===== src/design/assert_macros.svh =====
// Assertion macros shared by the run histogram RTL.
// Included by the modules that carry concurrent checks; no other dependencies.
`ifndef ASSERT_MACROS_SVH
`define ASSERT_MACROS_SVH

// The expression must hold at every clock edge outside reset.
`define LRRH_ASSERT_ALWAYS(lbl, clk_s, rstn_s, expr, msg) \
    lbl: assert property (@(posedge clk_s) disable iff (!rstn_s) (expr)) else $error(msg);

// The consequent must hold in the same cycle as the antecedent.
`define LRRH_ASSERT_IMPL(lbl, clk_s, rstn_s, ante, cons, msg) \
    lbl: assert property (@(posedge clk_s) disable iff (!rstn_s) (ante) |-> (cons)) \
        else $error(msg);

// The consequent must hold in the cycle after the antecedent.
`define LRRH_ASSERT_NEXT(lbl, clk_s, rstn_s, ante, cons, msg) \
    lbl: assert property (@(posedge clk_s) disable iff (!rstn_s) (ante) |=> (cons)) \
        else $error(msg);

`endif


===== src/design/lrrh_pkg.sv =====
// Shared types, defaults and helpers for the level-return run histogram.
// Used by lrrh_ctrl, lrrh_dp and level_return_run_histogram; no dependencies.
`default_nettype none

package lrrh_pkg;

    // Default sizes of the tracker table, the histograms and the compared sample.
    localparam int DEF_MAX_TRACKERS = 64;
    localparam int DEF_HIST_BINS    = 1024;
    localparam int DEF_SAMPLE_BITS  = 32;

    // Input transaction.
    typedef struct packed {
        logic               mode;
        logic signed [31:0] sample;
        logic [9:0]         bin_index;
    } in_item_t;

    // Result transaction.
    typedef struct packed {
        logic [31:0] rising_bin_count;
        logic [31:0] falling_bin_count;
        logic [31:0] rising_total;
        logic [31:0] falling_total;
        logic [9:0]  longest_run;
        logic [6:0]  open_trackers;
        logic [6:0]  runs_closed;
        logic        overflow;
    } out_item_t;

    // Controller states.
    typedef enum logic [2:0] {
        ST_CLEAR,
        ST_IDLE,
        ST_WALK,
        ST_DRAIN,
        ST_INSERT,
        ST_READ,
        ST_RESP
    } ctrl_state_t;

    // Commands from the controller to the datapath.
    typedef struct packed {
        logic clear_step;
        logic accept;
        logic walk_rd;
        logic read_hist;
        logic insert;
        logic load_result;
    } dp_cmd_t;

    // Status from the datapath to the controller.
    typedef struct packed {
        logic clear_last;
        logic rd_last;
        logic out_free;
    } dp_stat_t;

    // Increment that stops at all ones.
    function automatic logic [31:0] sat_inc32(input logic [31:0] v);
        return (v == 32'hFFFF_FFFF) ? v : v + 32'd1;
    endfunction

endpackage

`default_nettype wire


===== src/design/lrrh_ctrl.sv =====
// Sequencing state machine for the run histogram: clear pass, tracker walk,
// insertion, histogram read and result hand-off. Depends on lrrh_pkg.
`default_nettype none
`include "assert_macros.svh"

module lrrh_ctrl (
    input  wire logic              clk,
    input  wire logic              rst_n,
    input  wire logic              item_valid,
    input  wire logic              item_mode,
    output logic                   item_stall,
    input  wire lrrh_pkg::dp_stat_t stat,
    output lrrh_pkg::dp_cmd_t      cmd
);

    lrrh_pkg::ctrl_state_t state_reg;
    lrrh_pkg::ctrl_state_t state_next;

    // State register; reset starts the memory clearing pass.
    always_ff @(posedge clk or negedge rst_n)
    begin
        if (!rst_n)
        begin
            state_reg <= lrrh_pkg::ST_CLEAR;
        end
        else
        begin
            state_reg <= state_next;
        end
    end

    // Next-state logic.
    always_comb
    begin
        state_next = state_reg;
        case (state_reg)
            lrrh_pkg::ST_CLEAR:
            begin
                if (stat.clear_last)
                begin
                    state_next = lrrh_pkg::ST_IDLE;
                end
            end
            lrrh_pkg::ST_IDLE:
            begin
                if (item_valid)
                begin
                    state_next = item_mode ? lrrh_pkg::ST_READ : lrrh_pkg::ST_WALK;
                end
            end
            lrrh_pkg::ST_WALK:
            begin
                if (stat.rd_last)
                begin
                    state_next = lrrh_pkg::ST_DRAIN;
                end
            end
            lrrh_pkg::ST_DRAIN:  state_next = lrrh_pkg::ST_INSERT;
            lrrh_pkg::ST_INSERT: state_next = lrrh_pkg::ST_RESP;
            lrrh_pkg::ST_READ:   state_next = lrrh_pkg::ST_RESP;
            lrrh_pkg::ST_RESP:
            begin
                if (stat.out_free)
                begin
                    state_next = lrrh_pkg::ST_IDLE;
                end
            end
            default: state_next = lrrh_pkg::ST_CLEAR;
        endcase
    end

    // Command decode.
    always_comb
    begin
        cmd             = '0;
        item_stall      = 1'b1;
        case (state_reg)
            lrrh_pkg::ST_CLEAR:  cmd.clear_step = 1'b1;
            lrrh_pkg::ST_IDLE:
            begin
                item_stall = 1'b0;
                cmd.accept = item_valid;
            end
            lrrh_pkg::ST_WALK:   cmd.walk_rd = 1'b1;
            lrrh_pkg::ST_DRAIN:  cmd = '0;
            lrrh_pkg::ST_INSERT: cmd.insert = 1'b1;
            lrrh_pkg::ST_READ:   cmd.read_hist = 1'b1;
            lrrh_pkg::ST_RESP:   cmd.load_result = stat.out_free;
            default:             cmd = '0;
        endcase
    end

    // An accepted transaction holds off the input until its result is out.
    `LRRH_ASSERT_NEXT(a_accept_blocks, clk, rst_n, cmd.accept, item_stall,
                      "input open right after accept")
    // The clearing pass never overlaps a transaction.
    `LRRH_ASSERT_IMPL(a_clear_alone, clk, rst_n, cmd.clear_step,
                      item_stall && !cmd.load_result, "clear overlaps work")
    // Only the idle state takes a new transaction.
    `LRRH_ASSERT_IMPL(a_busy_stalls, clk, rst_n, state_reg != lrrh_pkg::ST_IDLE, item_stall,
                      "input open outside idle")

endmodule

`default_nettype wire


===== config.mk =====
export PLATFORM = sky130hd
export DESIGN_NAME = lrrh_ctrl
export DESIGN_NICKNAME = d
export VERILOG_FILES = /design/src/design/lrrh_pkg.sv /design/src/design/lrrh_ctrl.sv
export VERILOG_INCLUDE_DIRS = /design/src /design/src/design
export SDC_FILE = /design/constraint.sdc
export NUM_CORES = 1
export LEC_CHECK = 0
export ABC_AREA = 1
export BUFFER_PORTS_ARGS = -buffer_cell sky130_fd_sc_hd__buf_2
export CAP_MARGIN = 20
export CORE_AREA = 2 2 39 41
export CTS_CLUSTER_SIZE = 16
export DETAILED_ROUTE_END_ITERATION = 16
export DIE_AREA = 0 0 41 43
export GPL_TIMING_DRIVEN = 0
export HOLD_SLACK_MARGIN = 0.1
export PLACE_DENSITY_LB_ADDON = 0.2
export RECOVER_POWER = 25
export SLEW_MARGIN = 20
export SYNTH_ARGS = -nofsm -noshare
export SYNTH_HDL_FRONTEND = slang
export SYNTH_SLANG_ARGS = --single-unit

===== constraint.sdc =====
create_clock -name clk -period 2.3 [get_ports clk]
set_input_delay 0.23 -clock clk [delete_from_list [all_inputs] [get_ports clk]]
set_output_delay 0.23 -clock clk [all_outputs]
set_load 0.05 [all_outputs]

# Word level (Yosys, flattened, before mapping)
# Cells that the tools add are included.
[word_totals]
input_bits = 7
output_inout_bits = 7
register_bits = 3
wordCells = 27
[op_classes]
muxes = 13
n_reduce_logical = 3
eq_ne = 10
[op_table]
columns = ["cell", "n"]
rows = [
  ["one-hot mux 3 bit (6 select lines)", 1],
  ["2-to-1 mux 3 bit", 5],
  ["== test 3 bit, second input constant", 3],
  ["inequality test 2 bit, second input constant", 4],
  ["2-to-1 mux 1 bit", 7],
  ["== test 3 x 2 -> 1 bit, second input constant", 2],
  ["AND reduction 4 bit", 1],
  ["== test 3 x 1 -> 1 bit, second input constant", 1],
  ["logical NOT 3 bit", 1],
  ["OR reduction 2 bit", 1],
]

# Longest topological paths before layout
# Gate-level depths: netlist of the first run.
[logic_depth]
word_depth = 3
depth_mapped = 8
ltp_nobuf = 8

# Worst setup path after synthesis of the first run
# No wires, ideal clock.
[synth_path]
kind = "reg2out"
startpoint = "reg state_reg[1]"
endpoint = "out cmd[4] (netlist bit)"
required_ns = 2.070
setup_slack_ns = 0.387
path_buffers = 0
t_arrival_ns = 1.683
path_stages_with_launch = 4
path_cell_list = "dfrtp_1 -> nor2_2 -> nand2_1 -> nor2_1"
[synth_rtl]
columns = ["element", "line", "source"]
rows = [
  ["from (decl)", "lrrh_ctrl.sv:16", "lrrh_pkg::ctrl_state_t state_reg;"],
  ["from (signal assigned)", "lrrh_ctrl.sv:24", "state_reg <= lrrh_pkg::ST_CLEAR;"],
  ["from (signal assigned)", "lrrh_ctrl.sv:28", "state_reg <= state_next;"],
  ["to (decl)", "lrrh_ctrl.sv:13", "output lrrh_pkg::dp_cmd_t cmd"],
]

==> run metrics, run 1 <==
Power, Total=between 0.6 and 0.7 mW; CP arrival=~1300 ps; GR Overflow Total=0; top-count cell post-synth=nand2_1; XOR/XNOR share of the synthesized area=0%; fin crit share=approximately two thirds; die width=between 40 and 50 µm; Remaining DRCs=0; Post-CTS Setup Inserts=0; # diodes=0; clk_lat worst skew=approximately 230 ps; syn avg cell area=between 5 and 6 µm²; Cells after DPL=75; Starting Density=just under 20%; Port Buffers=13; Die Span Y=43 µm; fin nets=72; Wirelength per Cell=roughly 7.8 µm; Synth Warn #=0; clk slew on worst S/H paths=40 ps; outcome=finished, final reports clean; crit-path cells=nor2_2 -> nand2_1 -> nor2_1 -> buf_2; r2r setup slk=roughly 1200 ps; CTS root buffer=clkbuf_4; P per Cell Area=around 1600 nW/µm²; largest family of logic cells by synthesized area=simple AND/OR/NAND/NOR gates; Initial DRT Pass Iterations=4; post-synth top area share=27.5%; required time at the worst-slack endpoint=slightly above 2000 ps; Area Growth Syn to Fin=44.0%; Clock Skews=1.68 ps; Setup crit end kind=output pin; largest net degree at the start of global routing=8; crit path max fanout=6; Fin. Hold Viols=0; via count=approximately 320; FMAX=about 650 MHz; IO Pins=14; Post-Syn Nets=53; number of global-route vias before repair=283; layout cells sized above 1=34.4%; Setup CP Type=register to output pin; CTS Buffer Depth=2; CTS H-tree depth=1; post-layout util=28.4%; Distinct cells, synth=12; DIE AREA=around 1800 µm²; max FFs per register=3; Synth Register Bits=3; most frequent cells after synthesis=nand2_1, inv_1, nor2_1; Synth area leader=dfrtp_1; final setup TNS=0 ps; final setup fails=0; synthesized area=approximately 270 µm²; Max-Cap Viols=0; Critical Path Max Stage Delay=between 400 and 500 ps; VDD IR max=about 420 µV; Synth Flop Type=dfrtp_1; HP Class=input pin to register; core box area=between 1000 and 1500 µm²; fin crit period=1540 ps; antenna violations before repair=0; Num Clock Sinks=3; Post-Syn Instances=46; Via-to-Cell Ratio=~4; fin. max-slew vios=0; post-synthesis adder-cell area fraction=0%; EDFF count, synth=0; leakage dissipation=roughly 0.23 nW; aggregate global-route resource usage=~8.3%; DRT Wirelength=between 600 and 700 µm; Slew HR=a little over four fifths; 1st-iter DRT viols=6; mux share of post-synthesis cell area=0%; CP startpoint kind=register; first-pass GRT wire length=986 µm; Placer Congestion=roughly 0.68; asr flop ratio synth=between 90% and 100%; Slew @ Worst Pin=approximately 250 ps; largest cells by area after synthesis=dfrtp_1, nand2_1, inv_1; Slowest cell on crit path=dfrtp_1; HPWL after DPL=approximately 520 µm; RSZ-0062 raised after global routing=no; Seq/Total Area, Yosys=27.5%; Num CTS Buffers=3; row count=14; simple-gate area share of the yosys netlist=~51%; area fraction in compound gates after synthesis=about 7.3%; CTS tree=built; Routed Antenna Nets=0; Non-Filler Instances=80
## layout by cell type, fill, tap and decap left out
cell and instances:
nor2_1 6, clkbuf_1 2, buf_2 12, nor2_4 2, clkbuf_4 3, o21ai_1 1
nor2_2 2, inv_1 7, o21ai_0 3, nand3_1 5, nand2_1 12, dlygate4sd3_1 1
dfrtp_1 3, inv_2 3, nor3_1 1, nand3b_1 1
## report_power, final
| group | switching (mW) | internal (mW) |
|---|---|---|
| logic | 0.305 | 0.112 |
| clock network | 0.0257 | 0.0649 |
| registers | 0.0424 | 0.0796 |
## final timing paths
check | from | to | cells past startpoint
max | state_reg[1]$_DFFE_PN0P_ | cmd[4] | 4
min | stat[0] | state_reg[2]$_DFFE_PN0P_ | 4
max reg2reg | state_reg[0]$_DFFE_PN0P_ | state_reg[2]$_DFFE_PN0P_ | 6
min reg2reg | state_reg[1]$_DFFE_PN0P_ | state_reg[1]$_DFFE_PN0P_ | 2
max in group asynchronous | rst_n | state_reg[2]$_DFFE_PN0P_ | 2
min in group asynchronous | rst_n | state_reg[1]$_DFFE_PN0P_ | 2
## kinds of logic after synthesis
kind of cell / after synthesis
buf+inv: 10
simple gates: 29
compound gates: 4
flops: 3
## metal layers
layer / GRT usage, % / part of all wire (%)
met1: 8.71 / 47
met4: 4.00 / 0
met2: 12.8 / 47
met3: 4.71 / 5.7
met5: 0 / 0
## worst max-delay path, delay by kind of cell (launching register included)
kind	cells	cell delay (ps)
DFF	1	440
and+or+nand+nor	3	380
buffers and inverters	1	260
## layout make-up
cell class / instances / area (µm²)
clock buffer: 4 / 26.3
fill: 162 / 991
inverter: 10 / 37.5
multi-input combinational: 33 / 160
sequential: 3 / 75.1
tap: 16 / 20.0
timing repair buffer: 14 / 73.8
## stage by stage
step	hold WS (ps)	cell area, µm²	worst slack, ps
finish	278	393	763
global route	287	393	665
CTS	276	394	733
detailed placement	29.4	358	985
global placement	27.6	358	998
floorplan	-65.6	273	387
## repair_timing
item                                    in CTS  in global routing
hold buffers                                 1                  0
endpoints found under the setup margin       0                  0
endpoints found under the hold margin        3                  0
gates resized for setup                      0                  0
(Power assumes the default switching activity.)
==> run 2, diff against run 1 <==
==> constraint.sdc (replaced) <==
create_clock -name clk -period 1.3 [get_ports clk]
set_input_delay 0.13 -clock clk [delete_from_list [all_inputs] [get_ports clk]]
set_output_delay 0.13 -clock clk [all_outputs]
set_load 0.05 [all_outputs]
==> run 2 against run 1 <==
  * Combinational power rose to 2.6 times the previous value
  * Hold slack got worse by 110 ps
  * Critical endpoint is now cmd[5]
  * Power rose by 140%
  * Sequential cell count unchanged
  * Largest cell class unchanged
  * Via count up 14%
  * Non-clock buffer count up 7
  * Register-to-register slack got worse by 1100 ps
  * Sequential power grew 120%
  * Routed wire length increased by 18%
==> run metrics, run 2 (same netlist as run 1, synthesis figures left out) <==
P per Cell Area=~2800 nW/µm²; clk_lat worst skew=230 ps; path depth of the worst reg2reg path=7; leakage dissipation=0.275 nW; DIE AREA=approximately 1800 µm²; Initial DRT Pass Iterations=4; Routed Antenna Nets=0; CTS tree=built; CTS Buffer Depth=2; fin crit share=slightly below 100%; Slew @ Worst Pin=between 200 and 250 ps; crit-path cells=buf_6 -> nor3_4 -> buf_6; GR Util met3=around 6.3%; Via-to-Cell Ratio=4.17; post-layout util=a little under 40%; RSZ-0062 raised after global routing=yes; Setup WS pre-CTS=71.4 ps; Starting Density=between 10% and 20%; CP arrival=1160 ps; via count=roughly 360; fin nets=79; Num CTS Buffers=3; Area Growth Syn to Fin=97.2%; Slew HR=between 80 and 90%; # diodes=0; layout cells sized above 1=roughly 58%; CTS root buffer=clkbuf_4; HP Class=input pin to register; aggregate global-route resource usage=around a tenth; first-pass GRT wire length=1080 µm; VDD IR max=roughly 740 µV; crit path max fanout=5; die width=around 41 µm; DRT Wirelength=~740 µm; Most Frequent Cell on Critical Path=buf_6; final setup fails=0; fin. max-slew vios=0; clk slew on worst S/H paths=around 40 ps; Non-Filler Instances=between 80 and 90; Critical Path Max Stage Delay=approximately 460 ps; Slowest cell on crit path=dfrtp_2; HPWL after DPL=approximately 540 µm; met1 Usage GRT=9.03%; FMAX=~770 MHz; CTS H-tree depth=1; antenna violations before repair=0; Setup crit end kind=output pin; Wirelength per Cell=8.53 µm; Setup CP Type=register to output pin; largest net degree at the start of global routing=7; Num Clock Sinks=3; Fin. Hold Viols=0; most frequent cells in the layout=nand2_1, buf_6, inv_1; Placer Congestion=0.676; Cells after DPL=75; max FFs per register=3; Die Span Y=around 43 µm; Max-Cap Viols=0; GR Overflow Total=0; number of global-route vias before repair=282; CP startpoint kind=register; row count=14; core box area=~1400 µm²; IO Pins=14; Clock Skews=4.61 ps; worst hold slack=171 ps; worst setup margin=slightly above 7 ps; M2 GR Usage=between 10 and 15%; Port Buffers=13; 1st-iter DRT viols=1; commonest non-fill, non-tap cell in the layout=nand2_1; outcome=finished, final reports clean; required time at the worst-slack endpoint=roughly 1200 ps; WHS Path Cells=4; fin crit period=1290 ps; Remaining DRCs=0; busiest layer in global routing=met2
-- run 2: cell types whose count changed in the layout (fill, tap and decap cells not counted), sizes merged --
cell,before,now
buf,12,19
-- run 2: worst paths after layout --
check	end	slack, ps	start
max in group asynchronous	state_reg[2]$_DFFE_PN0P_	900	rst_n
min reg2reg	state_reg[1]$_DFFE_PN0P_	610	state_reg[1]$_DFFE_PN0P_
min in group asynchronous	state_reg[1]$_DFFE_PN0P_	230	rst_n
max reg2reg	state_reg[2]$_DFFE_PN0P_	90	state_reg[2]$_DFFE_PN0P_
min	state_reg[2]$_DFFE_PN0P_	170	stat[0]
max	cmd[5]	7	state_reg[0]$_DFFE_PN0P_
-- run 2: where the power goes --
part           leakage (nW)  switching [mW]  internal (mW)
combinational         0.226           0.637          0.460
sequential           0.0338           0.116          0.150
clock                0.0150          0.0475          0.115
-- run 2: cell type report --
type                            count  area [µm²]
Fill cell                         154         846
Multi-Input combinational cell     33         199
Timing Repair Buffer               21         171
Sequential cell                     3        78.8
Inverter                           10        42.5
Clock buffer                        4        26.3
Tap cell                           16        20.0
-- run 2: what timing repair did --
action                                 4_1_cts  5_1_grt
pin swaps                                    2        3
setup endpoints to repair                    6        7
buffers inserted                             4        3
hold buffers                                 1        0
endpoints found under the hold margin        3        0
gates resized for setup                     15       10
-- run 2: stage by stage --
step / setup TNS (ps) / total power [mW] / instance area [µm²]
after global placement: 0 / 0.998 / 373
final: 0 / 1.52 / 538
after global routing: -302 / 1.66 / 538
after floorplan: -188 / 0.838 / 288
after CTS: -49.7 / 1.37 / 484
after detailed placement: 0 / 0.998 / 373
-- run 2: per-layer routing --
layer / up-vias / part of all wire (%)
met4: 0 / 0
met1: 165 / 39
met3: 0 / 3.0
met5: - / 0
li1: 192 / -
met2: 6 / 58
-- run 2: worst max-delay path: cells and delay by family, from the launching register on --
| family | cells | cell delay, ps |
|---|---|---|
| flip-flops | 1 | 460 |
| buffers and inverters | 2 | 310 |
| AND/OR/NAND/NOR | 1 | 150 |
